[config.mk]
export PLATFORM = sky130hd
export DESIGN_NAME = barrier_and_stepper_sequencer
export DESIGN_NICKNAME = d
export VERILOG_FILES = /design/src/sv/bss_pkg.sv /design/src/sv/barrier_and_stepper_sequencer.sv /design/src/sv/bss_core.sv /design/src/sv/bss_out.sv
export SDC_FILE = /design/constraint.sdc
export NUM_CORES = 1
export LEC_CHECK = 0
export BUFFER_PORTS_ARGS = -buffer_cell sky130_fd_sc_hd__buf_2
export CAP_MARGIN = 20
export CORE_AREA = 2 2 207 209
export DETAILED_ROUTE_END_ITERATION = 8
export DIE_AREA = 0 0 209 211
export SLEW_MARGIN = 0
export SYNTH_ARGS = -nofsm -noshare
export SYNTH_HDL_FRONTEND = slang
export SYNTH_SLANG_ARGS = --single-unit
[constraint.sdc]
create_clock -name clk -period 14.5 [get_ports clk]
set_clock_uncertainty 0.2 [all_clocks]
set_input_delay 1.45 -clock clk [delete_from_list [all_inputs] [get_ports clk]]
set_output_delay 1.45 -clock clk [all_outputs]
set_load 0.01 [all_outputs]
[src/sv/bss_pkg.sv]
// ----------------------------------------------------------------------------
// bss_pkg
// Types, codes and helpers shared by the barrier and stepper sequencer.
// ----------------------------------------------------------------------------
package bss_pkg;

  localparam int MAX_RESULTS = 3;
  localparam logic [7:0] ANGLE_MAX = 8'd180;
  localparam logic SIDE_LEFT  = 1'b0;
  localparam logic SIDE_RIGHT = 1'b1;

  typedef enum logic [2:0] {
    REQ_TICK, REQ_MOVE, REQ_BARRIER, REQ_STOP,
    REQ_LEFT_ANGLE, REQ_RIGHT_ANGLE, REQ_LEFT_OFF, REQ_RIGHT_OFF
  } req_t;

  typedef enum logic [1:0] {PH_IDLE, PH_LEFT, PH_GAP, PH_RIGHT} phase_t;

  typedef enum logic [1:0] {POS_UNKNOWN, POS_OPEN, POS_CLOSED} pos_t;

  typedef enum logic [1:0] {ACT_COIL, ACT_ANGLE, ACT_OFF} action_t;

  typedef enum logic [2:0] {
    CFG_MOVE_MS, CFG_STAGGER_MS, CFG_STEP_MS,
    CFG_LEFT_OPEN, CFG_LEFT_CLOSED, CFG_RIGHT_OPEN, CFG_RIGHT_CLOSED
  } cfg_index_t;

  typedef struct packed {
    req_t        req;
    logic [15:0] step_count;
    logic        want_open;
    logic [7:0]  servo_degrees;
  } cmd_t;

  typedef struct packed {
    logic [15:0] move_ms;
    logic [15:0] stagger_ms;
    logic [15:0] step_ms;
    logic [7:0]  left_open;
    logic [7:0]  left_closed;
    logic [7:0]  right_open;
    logic [7:0]  right_closed;
  } cfg_t;

  typedef struct packed {
    action_t    action;
    logic       side;
    logic [7:0] angle;
    logic [3:0] coil;
  } result_t;

  typedef struct packed {
    pos_t        position;
    logic        busy;
    logic [14:0] steps_left;
  } status_t;

  typedef struct packed {
    result_t [MAX_RESULTS-1:0] res;
    logic [1:0]                count;
    status_t                   status;
  } batch_t;

  function automatic logic [7:0] sat_angle(input logic [7:0] a);
    return (a > ANGLE_MAX) ? ANGLE_MAX : a;
  endfunction

  function automatic logic [3:0] coil_of(input logic [2:0] idx);
    logic [3:0] c;
    case (idx)
      3'd0:    c = 4'b0001;
      3'd1:    c = 4'b0011;
      3'd2:    c = 4'b0010;
      3'd3:    c = 4'b0110;
      3'd4:    c = 4'b0100;
      3'd5:    c = 4'b1100;
      3'd6:    c = 4'b1000;
      default: c = 4'b1001;
    endcase
    return c;
  endfunction

  function automatic result_t mk_res(input action_t act, input logic side,
                                     input logic [7:0] angle, input logic [3:0] coil);
    result_t r;
    r.action = act;
    r.side   = side;
    r.angle  = angle;
    r.coil   = coil;
    return r;
  endfunction

endpackage

[src/sv/barrier_and_stepper_sequencer.sv]
// ----------------------------------------------------------------------------
// barrier_and_stepper_sequencer
// Command-driven barrier servo sequencer and half-step stepper driver.
// ----------------------------------------------------------------------------
// Commands arrive on the s_ stream (req_type in s_tuser, operands in s_tdata);
// a tick command advances the millisecond clock, the barrier sequence and the
// stepper. Each command gives zero to three result transactions on the m_
// stream, action in m_tuser, m_tlast on the final result of one command.
// Registers are written through the cfg_ channel, which is always ready.
// A command taken from s_ lands in the input register, is evaluated
// combinationally and, if it has results, is loaded into the result register
// when it fires; its first result shows from there. A command with n results
// holds the single-ported result register, which drains them one a cycle
// whenever m_tready is high.
// Commands without results pass through at one per cycle.
// Reset clears time, sequence state and step count and loads the register
// defaults. When the receiver stalls, the result register holds, the input
// register fills, and s_tready drops until the results drain.
// ----------------------------------------------------------------------------
module barrier_and_stepper_sequencer import bss_pkg::*; #(
  parameter int TIME_BITS = 32
) (
  input  logic        clk,
  input  logic        rst,
  input  logic        s_tvalid,
  output logic        s_tready,
  input  logic [31:0] s_tdata,   // step_count[15:0], want_open, servo_degrees[7:0],
                                 // zero pad
  input  logic [2:0]  s_tuser,   // req_type[2:0]
  output logic        m_tvalid,
  input  logic        m_tready,
  output logic [31:0] m_tdata,   // side, angle[7:0], coil[3:0], barrier_state[1:0],
                                 // barrier_busy, steps_left[14:0], zero pad
  output logic [1:0]  m_tuser,   // action[1:0]
  output logic        m_tlast,
  input  logic        cfg_valid,
  output logic        cfg_ready,
  input  logic [2:0]  cfg_index,
  input  logic [15:0] cfg_data
);

  cfg_t   cfg;
  cmd_t   cmd;
  logic   cmd_valid;
  logic   fire;
  logic   load;
  logic   can_load;
  batch_t batch;

  assign cfg_ready = 1'b1;
  assign fire      = cmd_valid && ((batch.count == 2'd0) || can_load);
  assign load      = fire && (batch.count != 2'd0);
  assign s_tready  = !cmd_valid || fire;

  always_ff @(posedge clk) begin
    if (rst) begin
      cfg.move_ms      <= 16'd800;
      cfg.stagger_ms   <= 16'd300;
      cfg.step_ms      <= 16'd2;
      cfg.left_open    <= 8'd90;
      cfg.left_closed  <= 8'd0;
      cfg.right_open   <= 8'd90;
      cfg.right_closed <= 8'd0;
    end else if (cfg_valid) begin
      unique case (cfg_index_t'(cfg_index))
        CFG_MOVE_MS:      cfg.move_ms      <= cfg_data;
        CFG_STAGGER_MS:   cfg.stagger_ms   <= cfg_data;
        CFG_STEP_MS:      cfg.step_ms      <= cfg_data;
        CFG_LEFT_OPEN:    cfg.left_open    <= cfg_data[7:0];
        CFG_LEFT_CLOSED:  cfg.left_closed  <= cfg_data[7:0];
        CFG_RIGHT_OPEN:   cfg.right_open   <= cfg_data[7:0];
        CFG_RIGHT_CLOSED: cfg.right_closed <= cfg_data[7:0];
        default: ;
      endcase
    end
  end

  always_ff @(posedge clk) begin
    if (rst) begin
      cmd_valid <= 1'b0;
    end else if (s_tready) begin
      cmd_valid <= s_tvalid;
    end
  end

  always_ff @(posedge clk) begin
    if (s_tready && s_tvalid) begin
      cmd.req           <= req_t'(s_tuser);
      cmd.step_count    <= s_tdata[15:0];
      cmd.want_open     <= s_tdata[16];
      cmd.servo_degrees <= s_tdata[24:17];
    end
  end

  bss_core #(
    .TIME_BITS(TIME_BITS)
  ) u_core (
    .clk   (clk),
    .rst   (rst),
    .cfg   (cfg),
    .cmd   (cmd),
    .fire  (fire),
    .batch (batch)
  );

  bss_out u_out (
    .clk      (clk),
    .rst      (rst),
    .load     (load),
    .batch_in (batch),
    .can_load (can_load),
    .m_tvalid (m_tvalid),
    .m_tready (m_tready),
    .m_tdata  (m_tdata),
    .m_tuser  (m_tuser),
    .m_tlast  (m_tlast)
  );

endmodule

[src/sv/bss_core.sv]
// ----------------------------------------------------------------------------
// bss_core
// Sequencer state and single-pass command evaluation into a result batch.
// ----------------------------------------------------------------------------
module bss_core import bss_pkg::*; #(
  parameter int TIME_BITS = 32
) (
  input  logic   clk,
  input  logic   rst,
  input  cfg_t   cfg,
  input  cmd_t   cmd,
  input  logic   fire,
  output batch_t batch
);

  logic [TIME_BITS-1:0] now_ms, now_ms_next;
  logic [TIME_BITS-1:0] barrier_mark, barrier_mark_next;
  logic [TIME_BITS-1:0] step_mark, step_mark_next;
  phase_t               phase, phase_next;
  pos_t                 position, position_next;
  logic                 goal_open, goal_open_next;
  logic                 step_forward, step_forward_next;
  logic [2:0]           phase_index, phase_index_next;
  logic [14:0]          steps_remaining, steps_remaining_next;

  logic [TIME_BITS-1:0] now_inc, bar_elapsed, step_elapsed, bar_limit;
  logic [2:0]           idx_adv;
  logic [15:0]          neg_count;
  logic [14:0]          mag;
  logic                 barrier_hit, step_hit;
  logic [1:0]           n;
  pos_t                 want_pos;

  assign now_inc      = now_ms + 1'b1;
  assign bar_elapsed  = now_inc - barrier_mark;
  assign step_elapsed = now_inc - step_mark;
  assign bar_limit    = (phase == PH_GAP) ? TIME_BITS'(cfg.stagger_ms)
                                          : TIME_BITS'(cfg.move_ms);
  assign idx_adv      = phase_index + (step_forward ? 3'd1 : 3'd7);
  assign neg_count    = 16'd0 - cmd.step_count;
  assign mag          = (cmd.step_count == 16'h8000) ? 15'h7FFF : neg_count[14:0];
  assign want_pos     = cmd.want_open ? POS_OPEN : POS_CLOSED;

  always_comb begin
    now_ms_next          = now_ms;
    barrier_mark_next    = barrier_mark;
    step_mark_next       = step_mark;
    phase_next           = phase;
    position_next        = position;
    goal_open_next       = goal_open;
    step_forward_next    = step_forward;
    phase_index_next     = phase_index;
    steps_remaining_next = steps_remaining;
    barrier_hit          = 1'b0;
    step_hit             = 1'b0;
    n                    = 2'd0;
    batch                = '0;

    unique case (cmd.req)
      REQ_TICK: begin
        now_ms_next = now_inc;
        barrier_hit = (phase != PH_IDLE) && (bar_elapsed >= bar_limit);
        if (barrier_hit) begin
          unique case (phase)
            PH_LEFT: begin
              batch.res[0]      = mk_res(ACT_OFF, SIDE_LEFT, 8'd0, 4'd0);
              barrier_mark_next = now_inc;
              phase_next        = PH_GAP;
            end
            PH_GAP: begin
              batch.res[0]      = mk_res(ACT_ANGLE, SIDE_RIGHT,
                sat_angle(goal_open ? cfg.right_open : cfg.right_closed), 4'd0);
              barrier_mark_next = now_inc;
              phase_next        = PH_RIGHT;
            end
            PH_RIGHT: begin
              batch.res[0]  = mk_res(ACT_OFF, SIDE_RIGHT, 8'd0, 4'd0);
              position_next = goal_open ? POS_OPEN : POS_CLOSED;
              phase_next    = PH_IDLE;
            end
            default: begin
              phase_next = phase;
            end
          endcase
          n = 2'd1;
        end
        step_hit = (phase_next == PH_IDLE) && (steps_remaining != 15'd0) &&
                   (step_elapsed >= TIME_BITS'(cfg.step_ms));
        if (step_hit) begin
          step_mark_next       = now_inc;
          phase_index_next     = idx_adv;
          steps_remaining_next = steps_remaining - 15'd1;
          batch.res[n]         = mk_res(ACT_COIL, SIDE_LEFT, 8'd0, coil_of(idx_adv));
          n                    = n + 2'd1;
          if (steps_remaining == 15'd1) begin
            batch.res[n] = mk_res(ACT_COIL, SIDE_LEFT, 8'd0, 4'd0);
            n            = n + 2'd1;
          end
        end
      end
      REQ_MOVE: begin
        if (cmd.step_count != 16'd0) begin
          step_forward_next    = ~cmd.step_count[15];
          steps_remaining_next = cmd.step_count[15] ? mag : cmd.step_count[14:0];
          step_mark_next       = now_ms;
        end
      end
      REQ_BARRIER: begin
        if ((phase == PH_IDLE) && (position != want_pos)) begin
          goal_open_next    = cmd.want_open;
          batch.res[0]      = mk_res(ACT_ANGLE, SIDE_LEFT,
            sat_angle(cmd.want_open ? cfg.left_open : cfg.left_closed), 4'd0);
          n                 = 2'd1;
          barrier_mark_next = now_ms;
          phase_next        = PH_LEFT;
        end
      end
      REQ_STOP: begin
        steps_remaining_next = 15'd0;
        batch.res[0]         = mk_res(ACT_COIL, SIDE_LEFT, 8'd0, 4'd0);
        batch.res[1]         = mk_res(ACT_OFF, SIDE_LEFT, 8'd0, 4'd0);
        batch.res[2]         = mk_res(ACT_OFF, SIDE_RIGHT, 8'd0, 4'd0);
        n                    = 2'd3;
        phase_next           = PH_IDLE;
      end
      REQ_LEFT_ANGLE: begin
        batch.res[0] = mk_res(ACT_ANGLE, SIDE_LEFT, sat_angle(cmd.servo_degrees), 4'd0);
        n            = 2'd1;
      end
      REQ_RIGHT_ANGLE: begin
        batch.res[0] = mk_res(ACT_ANGLE, SIDE_RIGHT, sat_angle(cmd.servo_degrees), 4'd0);
        n            = 2'd1;
      end
      REQ_LEFT_OFF: begin
        batch.res[0] = mk_res(ACT_OFF, SIDE_LEFT, 8'd0, 4'd0);
        n            = 2'd1;
      end
      default: begin
        batch.res[0] = mk_res(ACT_OFF, SIDE_RIGHT, 8'd0, 4'd0);
        n            = 2'd1;
      end
    endcase

    batch.count             = n;
    batch.status.position   = position_next;
    batch.status.busy       = (phase_next != PH_IDLE);
    batch.status.steps_left = steps_remaining_next;
  end

  always_ff @(posedge clk) begin
    if (rst) begin
      now_ms          <= '0;
      barrier_mark    <= '0;
      step_mark       <= '0;
      phase           <= PH_IDLE;
      position        <= POS_UNKNOWN;
      goal_open       <= 1'b0;
      step_forward    <= 1'b1;
      phase_index     <= 3'd0;
      steps_remaining <= 15'd0;
    end else if (fire) begin
      now_ms          <= now_ms_next;
      barrier_mark    <= barrier_mark_next;
      step_mark       <= step_mark_next;
      phase           <= phase_next;
      position        <= position_next;
      goal_open       <= goal_open_next;
      step_forward    <= step_forward_next;
      phase_index     <= phase_index_next;
      steps_remaining <= steps_remaining_next;
    end
  end

endmodule

[src/sv/bss_out.sv]
// ----------------------------------------------------------------------------
// bss_out
// Result register: holds one batch, hands it out one transaction per ready cycle.
// ----------------------------------------------------------------------------
module bss_out import bss_pkg::*; (
  input  logic        clk,
  input  logic        rst,
  input  logic        load,
  input  batch_t      batch_in,
  output logic        can_load,
  output logic        m_tvalid,
  input  logic        m_tready,
  output logic [31:0] m_tdata,   // side, angle[7:0], coil[3:0], barrier_state[1:0],
                                 // barrier_busy, steps_left[14:0], zero pad
  output logic [1:0]  m_tuser,   // action[1:0]
  output logic        m_tlast
);

  batch_t     batch;
  logic [1:0] idx;
  logic       full;
  logic       is_last;
  result_t    cur;

  assign cur      = batch.res[idx];
  assign is_last  = (idx == batch.count - 2'd1);
  assign can_load = !full || (m_tready && is_last);
  assign m_tvalid = full;
  assign m_tlast  = is_last;
  assign m_tuser  = cur.action;
  assign m_tdata  = {1'b0, batch.status.steps_left, batch.status.busy,
                     batch.status.position, cur.coil, cur.angle, cur.side};

  always_ff @(posedge clk) begin
    if (rst) begin
      full <= 1'b0;
      idx  <= 2'd0;
    end else if (load) begin
      full <= 1'b1;
      idx  <= 2'd0;
    end else if (full && m_tready) begin
      if (is_last) begin
        full <= 1'b0;
      end else begin
        idx <= idx + 2'd1;
      end
    end
  end

  always_ff @(posedge clk) begin
    if (load) begin
      batch <= batch_in;
    end
  end

endmodule
==> summary.txt, run 1 <==
Clock Sinks -> 272
Crit-path max cell delay -> 860 ps
First-pass iteration count of the detailed router -> 6
Rel. slew slack -> 0.2536
Sequential power share -> 0.428
FFs w/ async S/R, synth -> 0
Largest net degree at the start of global routing -> 100
All-layer global routing usage -> 0.2393
Num CTS Buffers -> 31
Clk pin slew, worst setup/hold paths -> 60 ps
Ant diodes -> 0
CP Launch Type -> flip-flop
Cts hold-fix bufs -> 0
First-pass GRT wire length -> 85,240 um
HP Class -> reg2reg
RSZ-0062 raised after global routing -> false
Max IR drop VDD -> 91.06 uV
Yosys top cell by area -> dfxtp_1
Filler instances -> 4,012
Post-CTS Setup Repair Bufs -> 0
Fin. Hold Viols -> 0
Clk Latency, worst-skew pair -> 580 ps
Max-cap viol count -> 0
GP Congestion -> 0.9164
Cell Int Power -> 0.001384 W
Fin nets -> 2,459
Hold Path Origin -> cfg[40]$_SDFFE_PP0P_
Yosys warning count -> 0
Hold Crit Endpoint -> cfg[40]$_SDFFE_PP0P_
Mapped Area -> 0.01868 mm^2
Final setup vio count -> 0
Core area -> 0.04176 mm^2
CTS Buffer Depth -> 3
DRC -> 0
Post-route setup slack -> 4053 ps
Final wirelength -> 53,470 um
Clock Root Buffer -> clkbuf_16
CTS resizes -> 0
ANT nets after route -> 0
Layout cells sized above 1 -> 0.09162
Routed wire length per instance -> 18.74 um
Top cells by area, synth -> dfxtp_1 (22%), edfxtp_1 (11%), ha_1 (7.2%)
GRT overflow -> 0
Detailed placer's ending HPWL -> 39,330 um
Die area -> 0.04410 mm^2
Type of the worst setup path -> reg2out
Post-route minimum period -> 10,450 ps
Maximum clock rate -> 95.72 MHz
Worst-Margin Slew -> 1120 ps
Most frequent cell after synthesis -> nand2_1
CP Capture Type -> primary output
Setup_tns -> 0 ps
Drt initial violations -> 1,255
IO Port Bufs -> 87
Syn Inst Count -> 2,326
Reg-to-reg endpoint -> u_out.m_tdata[25]$_DFFE_PP_
Crit-path leading delay family -> simple AND/OR/NAND/NOR gates
R2r worst-path depth -> 25
Post-DR vias/cell -> 5.770
Seq/Total Area, Yosys -> 0.3279
Syn nets -> 2,496
Worst Path Max Fanout -> 13
Initial Util -> 0.4474
Pleak -> 7.872 nW
WP buf/inv -> 2
Max-slew violations -> 0
Synth top area share -> 0.2186
CP dominant cell by count -> nand3_1
Logic pwr share -> 0.173
Cell Pwr Density -> 95.88 mW/mm^2
Post-synth EDFFs -> 68
Reg2reg start -> u_core.now_ms[0]$_SDFFE_PP0P_
Hold depth -> 2
Tcrit/Tclk final -> 0.7205
H-tree levels -> 1
Synth cell types -> 93
Via Count -> 16,460
Die W -> 209 um
Area delta synth->final -> 8.024%
Syn avg cell area -> 8.032 um^2
Clock share of power -> 0.399
Initial antenna violation count -> 0
Reg-to-reg slack, setup -> 5170 ps
Sw Ratio -> 0.2845
Commonest register cell after synthesis -> dfxtp_1
Die Y-Extent -> 211 um
CTS tree -> done
CP Data Required Time -> 12,850 ps
Post-synth top cells -> nand2_1 (337), nor2_1 (227), dfxtp_1 (204)
CP arrival -> 8800 ps
Num rows -> 75
Cell Chain, Critical Path -> ha_1, nand3_1, or3_1, or2_2, nor2_2, nand3_1, nor3_2, nand3_2, or2_2, xnor2_1, ha_1, o21a_1, o22ai_1, a211o_1, or4_1, a2111oi_0, and4b_1, a31oi_4, clkinv_4, mux2i_2, nor3_1, a21o_1, nand3_1, buf_2
Status -> completed
Io pins -> 97
Pre-CTS setup slack -> 4839 ps
Vias in the first global route -> 15,640
NetSw -> 0.0005506 W
Slowest CP cell -> nor3_1
Yosys reg bits -> 272
==> cell families (layout without fill, tap and decap cells) <==
family | after synthesis | count (layout) | synth area share
adder cells (fa/ha/maj) | 111 | 111 | 0.07555
AO/OA/AOI/OAI | 552 | 552 | 0.1973
other | 2 | 2 | 0.0004020
multiplexers | 80 | 80 | 0.04394
XOR/XNOR | 153 | 153 | 0.07253
flip-flops | 272 | 272 | 0.3279
AND/OR/NAND/NOR | 872 | 872 | 0.2161
buffers and inverters | 284 | 272 | 0.06630
==> worst min-delay path, stage by stage, from the launching register on <==
cell	delay, ps
dfxtp_1	310
nand2_1	50
a21oi_1	50
==> placed cells by master (no fill, tap or decap), types with 8 or more instances in the layout <==
cell	count
and2_1	20
and4_1	9
inv_1	109
or4_1	19
o21ai_0	82
nand3_1	76
a21oi_1	179
clkbuf_1	12
xor2_1	66
a211oi_1	53
nor4_1	22
o311ai_0	9
o31ai_1	18
clkbuf_16	31
nor2_1	223
xnor2_1	86
nor2b_1	23
o31a_1	11
nand2b_1	23
o21bai_1	11
or2_2	15
nand4_1	23
nor3_1	26
buf_4	15
edfxtp_1	68
dfxtp_1	204
o211ai_1	27
mux2i_1	66
a21o_1	25
a31oi_1	10
ha_1	108
mux2_2	13
nand2_1	337
clkbuf_8	8
or3_1	12
buf_2	86
and3_1	15
o21a_1	30
==> flip-flops by register name, indices dropped and copies added (netlist names), 2 cells and up <==
register                count
u_out.m_tdata              18
cmd                        28
u_core.steps_remaining     15
u_core.step_mark           32
u_core.phase                2
u_out.batch                22
u_out.idx                   2
u_core.position             2
u_core.now_ms              32
cfg                        80
u_core.barrier_mark        32
u_core.phase_index          3
==> per-layer routing <==
layer | track usage | part of all wire | vias to the layer above | wire length [um]
met4 | 0.07660 | 0.028 | 0 | 1515
met2 | 0.3861 | 0.45 | 453 | 24300
met3 | 0.02022 | 0.046 | 93 | 2445
met1 | 0.3395 | 0.47 | 7802 | 25210
met5 | 0 | 0 | - | 0
li1 | - | - | 8113 | -
==> cell type report <==
| type | instances | area, um^2 | area share |
|---|---|---|---|
| repair buffers | 104 | 596.8 | 0.02957 |
| inverters | 110 | 417.9 | 0.02071 |
| well taps | 539 | 674.4 | 0.03342 |
| clock inverters | 7 | 70.07 | 0.003472 |
| multi-input cells | 1770 | 11360 | 0.5631 |
| flip-flops and latches | 272 | 6126 | 0.3036 |
| clock buffers | 51 | 930.9 | 0.04613 |
==> power groups by stage <==
stage | Combinational, W | Clock, W | Sequential, W
global placement | 0.000324 | 0 | 0.000844
detailed placement | 0.000329 | 0 | 0.000844
global route | 0.000368 | 0.000818 | 0.000831
floorplan | 0.000240 | 0 | 0.000835
CTS | 0.000332 | 0.000790 | 0.000828
finish | 0.000334 | 0.000773 | 0.000828
==> worst max path at each step <==
stage	from	cells after the start	slack, ps	end
CTS	u_core.now_ms[0]$_SDFFE_PP0P_	24	4160	s_tready
global placement	u_core.now_ms[0]$_SDFFE_PP0P_	24	4900	s_tready
finish	u_core.now_ms[0]$_SDFFE_PP0P_	24	4050	s_tready
floorplan	u_core.now_ms[0]$_SDFFE_PP0P_	27	5870	u_out.batch[18]$_DFFE_PP_
detailed placement	u_core.now_ms[0]$_SDFFE_PP0P_	24	4840	s_tready
global route	u_core.now_ms[0]$_SDFFE_PP0P_	24	3620	s_tready
==> per-stage QoR <==
stage	util	instance area (um^2)	hold slack (ps)	total power (W)	std cells
6_report	0.4833	20180	253.8	0.001935	2853
5_1_grt	0.4833	20180	266.7	0.002017	2853
4_1_cts	0.4829	20170	257.2	0.001949	2852
3_5_place_dp	0.4589	19160	246.5	0.001173	2794
3_3_place_gp	0.4581	19130	239.0	0.001168	2792
2_1_floorplan	-	18680	231.8	0.001075	2326
No activity file was read; power rests on OpenSTA's default activity.
==> inputs of run 2 (changes only) <==
==> constraint.sdc (replaced) <==
create_clock -name clk -period 8.5 [get_ports clk]
set_clock_uncertainty 0.2 [all_clocks]
set_input_delay 0.85 -clock clk [delete_from_list [all_inputs] [get_ports clk]]
set_output_delay 0.85 -clock clk [all_outputs]
set_load 0.01 [all_outputs]
==> run 2 against run 1 <==
Sequential power grew 70%; cell area is 1.9% higher; clock power is 85% higher; first-iteration DRC count increased by 1.1%; worst hold slack worse by 16 ps; global-route usage fell by 0.22 points; combinational power rose by 74%; sequential share of layout area down 0.54 points; count of clock-buffer cells in the layout is 9 lower; power grew 77%; critical path type unchanged; highest routed layer unchanged.
==> summary.txt, run 2 (same netlist as run 1, synthesis figures left out) <==
Status -> completed (unchanged)
Fin. Hold Viols -> 0 (unchanged)
CP Launch Type -> flip-flop (unchanged)
Post-route setup slack -> 273.0 ps (was 4053 ps)
Hold Crit Endpoint -> cmd[4]$_DFFE_PP_ (was cfg[40]$_SDFFE_PP0P_)
Maximum clock rate -> 121.6 MHz
Vias in the first global route -> 15,520 (was 15,640)
Pleak -> 8.042 nW (was 7.872 nW)
Area delta synth->final -> 10.05% (was 8.024%)
Filler instances -> 4,015 (was 4,012)
Worst-Margin Slew -> 1105 ps (was 1120 ps)
Clock Sinks -> 272 (unchanged)
Setup_tns -> 0 ps (unchanged)
Fin nets -> 2,475 (was 2,459)
NetSw -> 0.0009563 W (was 0.0005506 W)
Num rows -> 75 (unchanged)
Area occupied by registers -> 0.006130 mm^2 (was 0.006126 mm^2)
Pre-CTS setup slack -> 543.6 ps (was 4839 ps)
Initial antenna violation count -> 0 (unchanged)
Clock Root Buffer -> clkbuf_16 (unchanged)
Reg2reg start -> u_core.now_ms[4]$_SDFFE_PP0P_ (was u_core.now_ms[0]$_SDFFE_PP0P_)
Cell Int Power -> 0.002469 W (was 0.001384 W)
Reg-to-reg endpoint -> u_core.now_ms[19]$_SDFFE_PP0P_ (was u_out.m_tdata[25]$_DFFE_PP_)
All-layer global routing usage -> 0.2371 (was 0.2393)
Crit-path max cell delay -> 480 ps (was 860 ps)
DRC -> 0 (unchanged)
Initial Util -> 0.4474 (unchanged)
Commonest non-fill, non-tap cell in the layout -> nand2_1 (unchanged)
CTS tree -> done (unchanged)
Die Y-Extent -> 211 um (unchanged)
Slowest CP cell -> dfxtp_1 (was nor3_1)
Die W -> 209 um (unchanged)
Clk pin slew, worst setup/hold paths -> 60 ps (about the same)
Detailed placer's ending HPWL -> 40,260 um (was 39,330 um)
Routed wire length per instance -> 18.76 um (was 18.74 um)
First-pass iteration count of the detailed router -> 6 (unchanged)
Cts hold-fix bufs -> 0 (unchanged)
Die area -> 0.04410 mm^2 (unchanged)
Largest net degree at the start of global routing -> 95 (was 100)
Max IR drop VDD -> 170.2 uV (was 91.06 uV)
Clock share of power -> 0.418 (was 0.399)
Tcrit/Tclk final -> 0.9679
Max-cap viol count -> 0 (unchanged)
Post-CTS Setup Repair Bufs -> 0 (unchanged)
Crit-path leading delay family -> compound AO/OA/AOI/OAI gates (was simple AND/OR/NAND/NOR gates)
CP arrival -> 7180 ps (was 8800 ps)
Largest Register -> cfg (unchanged)
HP Class -> in2reg (was reg2reg)
Sw Ratio -> 0.2792 (was 0.2845)
CTS Buffer Depth -> 3 (unchanged)
Hold depth -> 1 (was 2)
CTS resizes -> 0 (unchanged)
R2r worst-path depth -> 26 (was 25)
Max reg flops -> 80 (unchanged)
H-tree levels -> 1 (unchanged)
Final wirelength -> 53,810 um (was 53,470 um)
Worst Path Max Fanout -> 8 (was 13)
ANT nets after route -> 0 (unchanged)
Post-route minimum period -> 8227 ps
Sequential power share -> 0.412 (was 0.428)
WP buf/inv -> 2 (unchanged)
Layout cells sized above 1 -> 0.1082 (was 0.09162)
First-pass GRT wire length -> 84,270 um (was 85,240 um)
GP Congestion -> 0.9384 (was 0.9164)
Type of the worst setup path -> reg2out (unchanged)
CP Capture Type -> primary output (unchanged)
Num CTS Buffers -> 30 (was 31)
Rel. slew slack -> 0.2633 (was 0.2536)
Drt initial violations -> 1,269 (was 1,255)
Ant diodes -> 0 (unchanged)
CP dominant cell by count -> nand3_1 (unchanged)
Logic pwr share -> 0.170 (was 0.173)
Post-layout util -> 0.4923 (was 0.4833)
IO Port Bufs -> 87 (unchanged)
Via Count -> 16,460 (about the same)
Io pins -> 97 (unchanged)
CP Data Required Time -> 7450 ps (was 12,850 ps)
GRT overflow -> 0 (unchanged)
Post-DR vias/cell -> 5.738 (was 5.770)
Cell Pwr Density -> 166.6 mW/mm^2 (was 95.88 mW/mm^2)
Core area -> 0.04176 mm^2 (unchanged)
Commonest cells after routing, fill and taps aside -> nand2_1 (337), nor2_1 (222), dfxtp_1 (201), a21oi_1 (179), inv_1 (109) (was nand2_1 (337), nor2_1 (223), dfxtp_1 (204), a21oi_1 (179), inv_1 (109))
Max-slew violations -> 0 (unchanged)
Final setup vio count -> 0 (unchanged)
Reg-to-reg slack, setup -> 830 ps (was 5170 ps)
Hold WS -> 238.2 ps (was 253.8 ps)
Area of the multi-input gates -> 0.01146 mm^2 (was 0.01136 mm^2)
Hold Path Origin -> s_tdata[21] (was cfg[40]$_SDFFE_PP0P_)
Clk Latency, worst-skew pair -> 590 ps (was 580 ps)
[run 2: per-layer routing]
metal | track usage | up-vias | part of all wire
met5 | 0 | - | 0
met4 | 0.05591 | 0 | 0.018
met3 | 0.02096 | 64 | 0.046
met2 | 0.3928 | 428 | 0.46
met1 | 0.3350 | 7814 | 0.47
li1 | - | 8150 | -
[run 2: stage by stage]
stage / area [um^2] / total power [W] / cells
after floorplan: 18680 / 0.001833 / 2326
after global placement: 19330 / 0.002002 / 2810
after detailed placement: 19350 / 0.002012 / 2812
after CTS: 20460 / 0.003444 / 2868
after global routing: 20560 / 0.003566 / 2868
final: 20560 / 0.003426 / 2868
[run 2: worst register-to-register path, cell delays in order, from the launching register on]
cell and delay [ps]:
dfxtp_1 480, and3_1 220, nand3_1 200, or3_4 430
or2_2 360, xnor2_1 210, ha_1 530, nand4_1 230
nor2b_1 150, o211a_2 260, nor2_1 80, xnor2_1 150
ha_1 300, nand4_1 230, nor4_1 730, or4_1 230
a2111oi_1 50, and4b_1 260, a31oi_4 310, clkinv_4 130
ha_1 310, o21ai_0 110, nand3_1 160, o31ai_4 90
nor3_2 710, nand2_1 140, mux2_2 300
[run 2: area by class of cell]
class / instances / area share
multi-input combinational: 1770 / 0.5576
sequential: 272 / 0.2981
clock buffer: 42 / 0.04430
timing repair buffer: 121 / 0.03731
tap: 539 / 0.03280
inverter: 110 / 0.02033
clock inverter: 14 / 0.009494
[run 2: power by group through the flow]
stage	clock network, W	logic, W	registers, W
2_1_floorplan	0	0.000409	0.00142
3_3_place_gp	0	0.000564	0.00144
3_5_place_dp	0	0.000572	0.00144
4_1_cts	0.00146	0.000576	0.00141
5_1_grt	0.00151	0.000640	0.00142
6_report	0.00143	0.000581	0.00141
[run 2: worst max-delay path by stage]
stage                     depth (start not counted)                             end                          start
final                                            25                        s_tready  u_core.now_ms[4]$_SDFFE_PP0P_
after global routing                             26                        s_tready  u_core.now_ms[4]$_SDFFE_PP0P_
after CTS                                        25                        s_tready  u_core.now_ms[1]$_SDFFE_PP0P_
after detailed placement                         27  u_core.now_ms[13]$_SDFFE_PP0P_  u_core.now_ms[1]$_SDFFE_PP0P_
after global placement                           27   u_core.now_ms[2]$_SDFFE_PP0P_  u_core.now_ms[1]$_SDFFE_PP0P_
after floorplan                                  26                cmd[0]$_DFFE_PP_  u_core.now_ms[0]$_SDFFE_PP0P_
